## config.mk

```make
export PLATFORM = sky130hd
export DESIGN_NAME = health_aware_round_robin_selector
export DESIGN_NICKNAME = d
export VERILOG_FILES = /design/src/hdl/harrs_pkg.sv /design/src/hdl/harrs_ctrl.sv /design/src/hdl/harrs_dp.sv /design/src/hdl/health_aware_round_robin_selector.sv
export SDC_FILE = /design/constraint.sdc
export NUM_CORES = 2
export LEC_CHECK = 0
export CORE_MARGIN = 4
export CORE_UTILIZATION = 29
export CTS_CLUSTER_DIAMETER = 150
export DETAILED_ROUTE_END_ITERATION = 8
export DONT_BUFFER_PORTS = 1
export HOLD_SLACK_MARGIN = 0.12
export SYNTH_ARGS = -nofsm -noshare
export SYNTH_HDL_FRONTEND = slang
export SYNTH_HIERARCHICAL = 1
export SYNTH_SLANG_ARGS = --single-unit
```

## constraint.sdc

```tcl
create_clock -name i_clk -period 11.3 [get_ports i_clk]
set_input_delay 1.13 -clock i_clk [delete_from_list [all_inputs] [get_ports i_clk]]
set_output_delay 1.13 -clock i_clk [all_outputs]
set_load 0.05 [all_outputs]
```

## src/hdl/harrs_pkg.sv

```systemverilog
// Shared constants, types and codes for the health-aware round-robin selector.
package harrs_pkg;

    localparam int NUM_BACKENDS = 16;
    localparam int IDX_W        = 4;
    localparam int CNT_W        = 5;
    localparam int CONN_W       = 16;
    localparam int REQ_W        = 32;
    localparam int FAIL_W       = 4;
    localparam int KIND_W       = 3;
    localparam int CFG_DATA_W   = 5;

    localparam logic [FAIL_W-1:0] FAIL_MAX      = 4'd15;
    localparam logic [FAIL_W-1:0] THRESH_RESET  = 4'd3;
    localparam logic [CNT_W-1:0]  BACKENDS_MAX  = 5'd16;
    localparam logic [CONN_W-1:0] CONN_MAX      = '1;
    localparam logic [REQ_W-1:0]  REQ_MAX       = '1;

    localparam logic CFG_BACKENDS  = 1'b0;
    localparam logic CFG_THRESHOLD = 1'b1;

    typedef enum logic [KIND_W-1:0] {
        KIND_REQUEST = 3'd0,
        KIND_RELEASE = 3'd1,
        KIND_MARKDN  = 3'd2,
        KIND_PROBE   = 3'd3,
        KIND_QUERY   = 3'd4
    } t_kind;

    typedef enum logic {
        ST_IDLE = 1'b0,
        ST_EXEC = 1'b1
    } t_state;

    typedef struct packed {
        logic load_in;
        logic commit;
    } t_cmd;

endpackage

```

## src/hdl/harrs_ctrl.sv

```systemverilog
// Controller state machine that sequences capture, execution and result hand-off.
module harrs_ctrl
    import harrs_pkg::*;
(
    input  logic i_clk,
    input  logic i_rst_n,
    input  logic i_in_valid,
    input  logic i_out_ready,
    output logic o_in_ready,
    output logic o_out_valid,
    output t_cmd o_cmd
);

    t_state r_state;
    t_state n_state;
    logic   r_out_full;
    logic   n_out_full;
    logic   slot_free;

    assign slot_free = !r_out_full || i_out_ready;

    always_comb begin
        n_state = r_state;
        case (r_state)
            ST_IDLE: begin
                if (i_in_valid) begin
                    n_state = ST_EXEC;
                end
            end
            ST_EXEC: begin
                if (slot_free) begin
                    n_state = ST_IDLE;
                end
            end
            default: begin
                n_state = ST_IDLE;
            end
        endcase
    end

    always_comb begin
        o_in_ready     = 1'b0;
        o_cmd.load_in  = 1'b0;
        o_cmd.commit   = 1'b0;
        case (r_state)
            ST_IDLE: begin
                o_in_ready    = 1'b1;
                o_cmd.load_in = i_in_valid;
            end
            ST_EXEC: begin
                o_cmd.commit = slot_free;
            end
            default: begin
                o_in_ready = 1'b0;
            end
        endcase
    end

    always_comb begin
        if (o_cmd.commit) begin
            n_out_full = 1'b1;
        end else if (i_out_ready) begin
            n_out_full = 1'b0;
        end else begin
            n_out_full = r_out_full;
        end
    end

    assign o_out_valid = r_out_full;

    always_ff @(posedge i_clk) begin
        if (!i_rst_n) begin
            r_state    <= ST_IDLE;
            r_out_full <= 1'b0;
        end else begin
            r_state    <= n_state;
            r_out_full <= n_out_full;
        end
    end

endmodule

```

## src/hdl/harrs_dp.sv

```systemverilog
// Datapath holding the backend table, the round-robin pick and the result register.
module harrs_dp
    import harrs_pkg::*;
(
    input  logic                  i_clk,
    input  logic                  i_rst_n,
    input  t_cmd                  i_cmd,
    input  logic                  i_cfg_we,
    input  logic                  i_cfg_index,
    input  logic [CFG_DATA_W-1:0] i_cfg_data,
    input  logic [KIND_W-1:0]     i_kind,
    input  logic [IDX_W-1:0]      i_backend,
    input  logic                  i_probe_ok,
    output logic                  o_ok,
    output logic [IDX_W-1:0]      o_backend_out,
    output logic                  o_backend_alive,
    output logic [CONN_W-1:0]     o_active_count,
    output logic [REQ_W-1:0]      o_request_total,
    output logic [FAIL_W-1:0]     o_fail_count,
    output logic [CNT_W-1:0]      o_healthy_total
);

    logic [NUM_BACKENDS-1:0] r_alive;
    logic [CONN_W-1:0]       r_active [NUM_BACKENDS];
    logic [REQ_W-1:0]        r_req    [NUM_BACKENDS];
    logic [FAIL_W-1:0]       r_fail   [NUM_BACKENDS];
    logic [IDX_W-1:0]        r_rr;
    logic [CNT_W-1:0]        r_biu;
    logic [FAIL_W-1:0]       r_thr;

    t_kind                   r_kind;
    logic [IDX_W-1:0]        r_idx;
    logic                    r_pok;

    logic                    r_ok;
    logic [IDX_W-1:0]        r_bout;
    logic                    r_balive;
    logic [CONN_W-1:0]       r_bactive;
    logic [REQ_W-1:0]        r_breq;
    logic [FAIL_W-1:0]       r_bfail;
    logic [CNT_W-1:0]        r_healthy;

    logic [CNT_W-1:0]        n_eff;
    logic [NUM_BACKENDS-1:0] use_mask;
    logic [NUM_BACKENDS-1:0] cand;
    logic [NUM_BACKENDS-1:0] cand_hi;
    logic [IDX_W-1:0]        pick_hi;
    logic [IDX_W-1:0]        pick_any;
    logic [IDX_W-1:0]        pick;
    logic                    found;
    logic [CNT_W-1:0]        pick_inc;
    logic [IDX_W-1:0]        n_rr;
    logic                    is_request;
    logic                    idx_valid;
    logic                    do_entry;
    logic [IDX_W-1:0]        tgt;
    logic                    n_alive_e;
    logic [CONN_W-1:0]       n_active_e;
    logic [REQ_W-1:0]        n_req_e;
    logic [FAIL_W-1:0]       n_fail_e;
    logic [FAIL_W-1:0]       fail_inc;
    logic [NUM_BACKENDS-1:0] n_alive;
    logic [CNT_W-1:0]        n_healthy;

    assign n_eff = (r_biu > BACKENDS_MAX) ? BACKENDS_MAX : r_biu;

    always_comb begin
        for (int i = 0; i < NUM_BACKENDS; i++) begin
            use_mask[i] = CNT_W'(i) < n_eff;
            cand[i]     = r_alive[i] && use_mask[i];
            cand_hi[i]  = cand[i] && (IDX_W'(i) >= r_rr);
        end
    end

    always_comb begin
        pick_hi  = '0;
        pick_any = '0;
        for (int i = NUM_BACKENDS - 1; i >= 0; i--) begin
            if (cand_hi[i]) begin
                pick_hi = IDX_W'(i);
            end
            if (cand[i]) begin
                pick_any = IDX_W'(i);
            end
        end
    end

    assign found    = |cand;
    assign pick     = (|cand_hi) ? pick_hi : pick_any;
    assign pick_inc = {1'b0, pick} + CNT_W'(1);
    assign n_rr     = (pick_inc >= n_eff) ? '0 : pick_inc[IDX_W-1:0];

    assign is_request = (r_kind == KIND_REQUEST);
    assign idx_valid  = {1'b0, r_idx} < n_eff;
    assign tgt        = is_request ? pick : r_idx;
    assign fail_inc   = (r_fail[tgt] < FAIL_MAX) ? r_fail[tgt] + FAIL_W'(1) : r_fail[tgt];

    always_comb begin
        n_alive_e  = r_alive[tgt];
        n_active_e = r_active[tgt];
        n_req_e    = r_req[tgt];
        n_fail_e   = r_fail[tgt];
        do_entry   = 1'b0;
        case (r_kind)
            KIND_REQUEST: begin
                do_entry = found;
                if (r_active[tgt] != CONN_MAX) begin
                    n_active_e = r_active[tgt] + CONN_W'(1);
                end
                if (r_req[tgt] != REQ_MAX) begin
                    n_req_e = r_req[tgt] + REQ_W'(1);
                end
            end
            KIND_RELEASE: begin
                do_entry = idx_valid;
                if (r_active[tgt] != '0) begin
                    n_active_e = r_active[tgt] - CONN_W'(1);
                end
            end
            KIND_MARKDN: begin
                do_entry  = idx_valid;
                n_alive_e = 1'b0;
            end
            KIND_PROBE: begin
                do_entry = idx_valid;
                if (r_pok) begin
                    n_alive_e = 1'b1;
                    n_fail_e  = '0;
                end else begin
                    n_fail_e = fail_inc;
                    if (fail_inc >= r_thr) begin
                        n_alive_e = 1'b0;
                    end
                end
            end
            KIND_QUERY: begin
                do_entry = idx_valid;
            end
            default: begin
                do_entry = 1'b0;
            end
        endcase
    end

    always_comb begin
        n_alive = r_alive;
        if (do_entry) begin
            n_alive[tgt] = n_alive_e;
        end
        n_healthy = '0;
        for (int i = 0; i < NUM_BACKENDS; i++) begin
            n_healthy = n_healthy + CNT_W'(n_alive[i] && use_mask[i]);
        end
    end

    always_ff @(posedge i_clk) begin
        if (!i_rst_n) begin
            r_alive <= '1;
            r_rr    <= '0;
            r_biu   <= '0;
            r_thr   <= THRESH_RESET;
            for (int i = 0; i < NUM_BACKENDS; i++) begin
                r_active[i] <= '0;
                r_req[i]    <= '0;
                r_fail[i]   <= '0;
            end
        end else begin
            if (i_cfg_we) begin
                if (i_cfg_index == CFG_BACKENDS) begin
                    r_biu <= i_cfg_data;
                    r_rr  <= '0;
                end else begin
                    r_thr <= i_cfg_data[FAIL_W-1:0];
                end
            end
            if (i_cmd.commit && do_entry) begin
                r_alive[tgt]  <= n_alive_e;
                r_active[tgt] <= n_active_e;
                r_req[tgt]    <= n_req_e;
                r_fail[tgt]   <= n_fail_e;
                if (is_request) begin
                    r_rr <= n_rr;
                end
            end
        end
    end

    always_ff @(posedge i_clk) begin
        if (i_cmd.load_in) begin
            r_kind <= t_kind'(i_kind);
            r_idx  <= i_backend;
            r_pok  <= i_probe_ok;
        end
        if (i_cmd.commit) begin
            r_ok      <= do_entry;
            r_bout    <= tgt;
            r_balive  <= do_entry ? n_alive_e : 1'b0;
            r_bactive <= do_entry ? n_active_e : '0;
            r_breq    <= do_entry ? n_req_e : '0;
            r_bfail   <= do_entry ? n_fail_e : '0;
            r_healthy <= n_healthy;
        end
    end

    assign o_ok            = r_ok;
    assign o_backend_out   = r_bout;
    assign o_backend_alive = r_balive;
    assign o_active_count  = r_bactive;
    assign o_request_total = r_breq;
    assign o_fail_count    = r_bfail;
    assign o_healthy_total = r_healthy;

endmodule

```

## src/hdl/health_aware_round_robin_selector.sv

```systemverilog
// Top level of the health-aware round-robin backend selector.
// A result beat is written to the output register in the exec state that follows the
// capture of its input beat, later while an earlier result still waits in that register.
// Inputs are taken one at a time: the input beat is captured in the idle state, and the
// pick and the update of the backend table take place in the exec state.
// Reset is synchronous and active low: all backends alive, all counters zero,
// round-robin pointer zero, no backends in use, failure threshold three.
module health_aware_round_robin_selector
    import harrs_pkg::*;
(
    input  logic                  i_clk,
    input  logic                  i_rst_n,
    input  logic                  i_in_valid,
    output logic                  o_in_ready,
    input  logic [KIND_W-1:0]     i_kind,
    input  logic [IDX_W-1:0]      i_backend,
    input  logic                  i_probe_ok,
    output logic                  o_out_valid,
    input  logic                  i_out_ready,
    output logic                  o_ok,
    output logic [IDX_W-1:0]      o_backend_out,
    output logic                  o_backend_alive,
    output logic [CONN_W-1:0]     o_active_count,
    output logic [REQ_W-1:0]      o_request_total,
    output logic [FAIL_W-1:0]     o_fail_count,
    output logic [CNT_W-1:0]      o_healthy_total,
    input  logic                  i_cfg_valid,
    output logic                  o_cfg_ready,
    input  logic                  i_cfg_index,
    input  logic [CFG_DATA_W-1:0] i_cfg_data
);

    t_cmd cmd;

    assign o_cfg_ready = 1'b1;

    harrs_ctrl u_ctrl (
        .i_clk       (i_clk),
        .i_rst_n     (i_rst_n),
        .i_in_valid  (i_in_valid),
        .i_out_ready (i_out_ready),
        .o_in_ready  (o_in_ready),
        .o_out_valid (o_out_valid),
        .o_cmd       (cmd)
    );

    harrs_dp u_dp (
        .i_clk           (i_clk),
        .i_rst_n         (i_rst_n),
        .i_cmd           (cmd),
        .i_cfg_we        (i_cfg_valid),
        .i_cfg_index     (i_cfg_index),
        .i_cfg_data      (i_cfg_data),
        .i_kind          (i_kind),
        .i_backend       (i_backend),
        .i_probe_ok      (i_probe_ok),
        .o_ok            (o_ok),
        .o_backend_out   (o_backend_out),
        .o_backend_alive (o_backend_alive),
        .o_active_count  (o_active_count),
        .o_request_total (o_request_total),
        .o_fail_count    (o_fail_count),
        .o_healthy_total (o_healthy_total)
    );

endmodule
```

==> reports/results.tsv <==
stage	metric	value	unit
outcome	outcome	finished clean	
global_route	grt_pass1_wl	207	mm
synthesis	yosys_warnings	6	
critical_path	rr_endpoint	u_dp/o_healthy_total[2]	
cts	htree_levels	3	
floorplanning	io_pins	85	
min_path	hold_class	flip-flop to flip-flop	
timing	clock-skew-final	0.0381	ns
timing	setup_violations	0	
synthesis	synth.distinct_cells	119	
critical_path	path_max_fanout	33	
final_layout	drive_gt1_frac	0.112	
timing	max-slew-margin-rel	0.126	
synthesis	syn-instance-count	3796	
synthesis	synth_area	0.0443	mm^2
global_route	grt-busiest-layer	met2	
detailed_routing	num_vias	30899	
placement	dpl.cell_count	5603	
cts	cts-buffers-inserted	98	
floorplanning	start_util	0.292	
critical_path	cp_slowest_cell	o41ai_2	
critical_path	cp_slowest_stage_delay	0.73	ns
final_layout	layout_common_cells	nor2_1 (920), edfxtp_1 (903), nand2_1 (340)	
cts	cts_tree	done	
final_layout	nets	3725	
critical_path	critPathLaunchType	flip-flop	
timing	finalSetupTns	0	ns
critical_path	cp.arrival	11.05	ns
timing	finalHoldViolCount	0	
critical_path	critPathRequiredTime	11.72	ns
detailed_routing	first_iter_violations	3946	
cts	root_buffer	clkbuf_16	
timing	tightest_slew	1.31	ns
min_path	hold_path_end	u_dp/r_thr[2]	
detailed_routing	dr.pass1.iters	7	
timing	whs	0.481	ns
global_route	gr-usage-met3	0.0350	
detailed_routing	ant_nets	0	
global_route	gr-total-overflow	0	
floorplanning	fp.dieH	399	um
synthesis	synthFlopType	edfxtp_1	
final_layout	area_growth	11.0	%
final_layout	mostFrequentLayoutCell	nor2_1	
critical_path	worst_r2r_path_depth	35	
critical_path	path_class	flip-flop to flip-flop	
global_route	first_global_vias	29801	
cts	clock_sinks	934	
global_route	grtUsageTotal	0.175	
synthesis	synth_area_per_cell	11.7	um^2
floorplanning	rows	143	
detailed_routing	drc	0	
detailed_routing	via_per_inst	5.35	
placement	dp_hpwl	75.4	mm
synthesis	ys_seq_area_frac	0.626	
critical_path	path_common_cell	fa_1	
floorplanning	core	0.152	mm^2
final_layout	final.fill_count	15015	
final_layout	instances_no_fill	5779	
cts	cts_max_path_buffers	3	
floorplanning	die_area	0.159	mm^2
detailed_routing	totalWireLength	143	mm
timing	period_share	0.941	
power_and_ir_drop	leakagePower	17.0	nW
critical_path	r2r_start	u_dp/r_biu[1]	
global_route	grt_max_degree	109	
placement	gp_congestion	0.838	
critical_path	crit_family	compound AO/OA/AOI/OAI gates	
final_layout	postLayoutCoreUtil	0.324	
power_and_ir_drop	power_density	168	mW/mm^2
min_path	whs_path_depth	2	
critical_path	r2r_slack	0.67	ns
global_route	antenna_found_initial	6	
critical_path	endpoint_kind	flip-flop	
timing	max_freq	94.1	MHz
timing	slew_viol_final	0	
detailed_routing	post_drt_wl_per_cell	24.8	um
cts	clk_latency	0.69	ns
synthesis	synth_edf_count	903	
timing	fin_crit	10.63	ns
power_and_ir_drop	total_power	8.25	mW
floorplanning	dieWidth	399	um
synthesis	async_reset_ff_frac	0	
job	drv_cap	0	
global_route	use_met2	0.277	
min_path	min_from	u_dp/r_thr[2]	
critical_path	cp.buffers_inverters	5	
synthesis	synth-seq-cells	934	
cts	path_clk_slew	0.07	ns
placement	port_buffers	0	
power_and_ir_drop	max-vdd-ir-drop	0.000127	V
synthesis	syn-num-nets	3847	
global_route	met1_usage	0.242	
==> area by class of cell <==
type / instances / area, um^2 / share of cell area
timing repair buffer: 83 / 661 / 0.0134
tap: 2030 / 2540 / 0.0516
inverter: 37 / 148 / 0.00300
clock inverter: 46 / 329 / 0.00669
multi-input combinational: 2520 / 15200 / 0.309
antenna: 1 / 2.50 / 0.0000508
sequential: 934 / 27700 / 0.564
clock buffer: 128 / 2610 / 0.0530
==> flip-flops by register name, indices dropped and copies added, names as in the netlist, 3 cells and up <==
signal	flops
u_dp/r_biu	5
u_dp/o_active_count	16
u_dp/o_fail_count	4
u_dp/r_fail	64
u_dp/r_thr	4
u_dp/r_idx	4
u_dp/o_backend_out	4
u_dp/r_alive	16
u_dp/r_req	512
u_dp/r_kind	3
u_dp/o_request_total	32
u_dp/r_active	256
u_dp/o_healthy_total	5
u_dp/r_rr	4
==> power by group <==
part | switching [mW] | internal [mW]
registers | 0.102 | 3.93
clock network | 1.37 | 1.65
logic | 0.864 | 0.338
total | 2.33 | 5.92
==> metrics by stage <==
stage	setup WS (ns)	instance area, um^2
finish	0.671	49200
global route	-0.0269	49200
CTS	0.664	49200
detailed placement	0.657	46300
global placement	0.807	46300
floorplan	1.74	44300
==> worst register-to-register path: cells and delay by family (launching register included) <==
family / cells / cell delay, ns
xor gates and xnor gates: 2 / 0.39
AOI/OAI and AO/OA: 10 / 3.44
adders and majority gates: 8 / 3.21
and+or+nand+nor: 10 / 2.02
DFF: 1 / 0.53
buffers and inverters: 5 / 0.81
==> what timing repair did <==
item | CTS | global route
buffers inserted | 0 | 0
resized for setup | 0 | 2
hold buffers | 0 | 0
setup endpoints to repair | 0 | 4
==> worst max path at each step <==
stage / startpoint / to / slack, ns / cells past startpoint
after global routing: u_dp/r_biu[1] / u_dp/o_healthy_total[2] / -0.03 / 35
final: u_dp/r_biu[1] / u_dp/o_healthy_total[2] / 0.67 / 35
after detailed placement: u_dp/r_biu[2] / u_dp/o_healthy_total[2] / 0.66 / 35
after CTS: u_dp/r_biu[1] / u_dp/o_healthy_total[2] / 0.66 / 35
after floorplan: u_dp/r_biu[3] / u_dp/o_healthy_total[2] / 1.74 / 42
after global placement: u_dp/r_biu[1] / u_dp/o_healthy_total[2] / 0.81 / 35
==> Yosys cell counts (7+ instances only) <==
cell type | number | area, um^2
nor2b_1 | 26 | 163
xnor2_1 | 18 | 158
nand2b_1 | 10 | 62.6
a21boi_0 | 9 | 67.6
a2111oi_0 | 8 | 70.1
a211o_1 | 7 | 61.3
nand3b_1 | 7 | 52.6
mux4_2 | 42 | 946
buf_1 | 7 | 26.3
nand4_1 | 15 | 93.8
and2_1 | 17 | 106
a211oi_1 | 12 | 90.1
clkbuf_1 | 152 | 571
o211ai_1 | 13 | 97.6
mux2_2 | 16 | 180
and4_1 | 10 | 87.6
a31oi_1 | 19 | 119
or3b_2 | 11 | 96.3
a21o_1 | 9 | 67.6
xor2_1 | 9 | 78.8
a22oi_1 | 40 | 300
edfxtp_1 | 903 | 27100
o21a_1 | 7 | 52.6
xor2_2 | 10 | 163
o21ai_0 | 67 | 335
or3_1 | 7 | 43.8
a311oi_1 | 12 | 105
a21oi_1 | 83 | 415
fa_1 | 10 | 200
dfxtp_1 | 31 | 621
nand3_1 | 190 | 951
nor4_1 | 15 | 93.8
inv_1 | 34 | 128
nor3_1 | 65 | 325
o22ai_1 | 50 | 313
buf_6 | 19 | 214
buf_2 | 83 | 415
ha_1 | 22 | 275
nor2_1 | 922 | 3460
mux2i_1 | 169 | 1690
nand2_1 | 372 | 1400
buf_4 | 41 | 308
and3_1 | 40 | 250
==> cell families after synthesis <==
family | Yosys count | synth area share
mux | 231 | 0.0646
flops | 934 | 0.626
other cells | 1 | 0.0000846
compound gates | 444 | 0.0726
simple gates | 1770 | 0.177
fa+ha+maj | 32 | 0.0107
xor+xnor | 42 | 0.0108
buf+inv | 342 | 0.0387
==> routing by layer <==
layer  wire length (um)  up-vias
li1                   -    13443
met3              13500      265
met1              59500    15584
met2              65500     1605
met4               4670        2
met5                 13        -
Note: power is estimated with default switching activity, not from simulation.
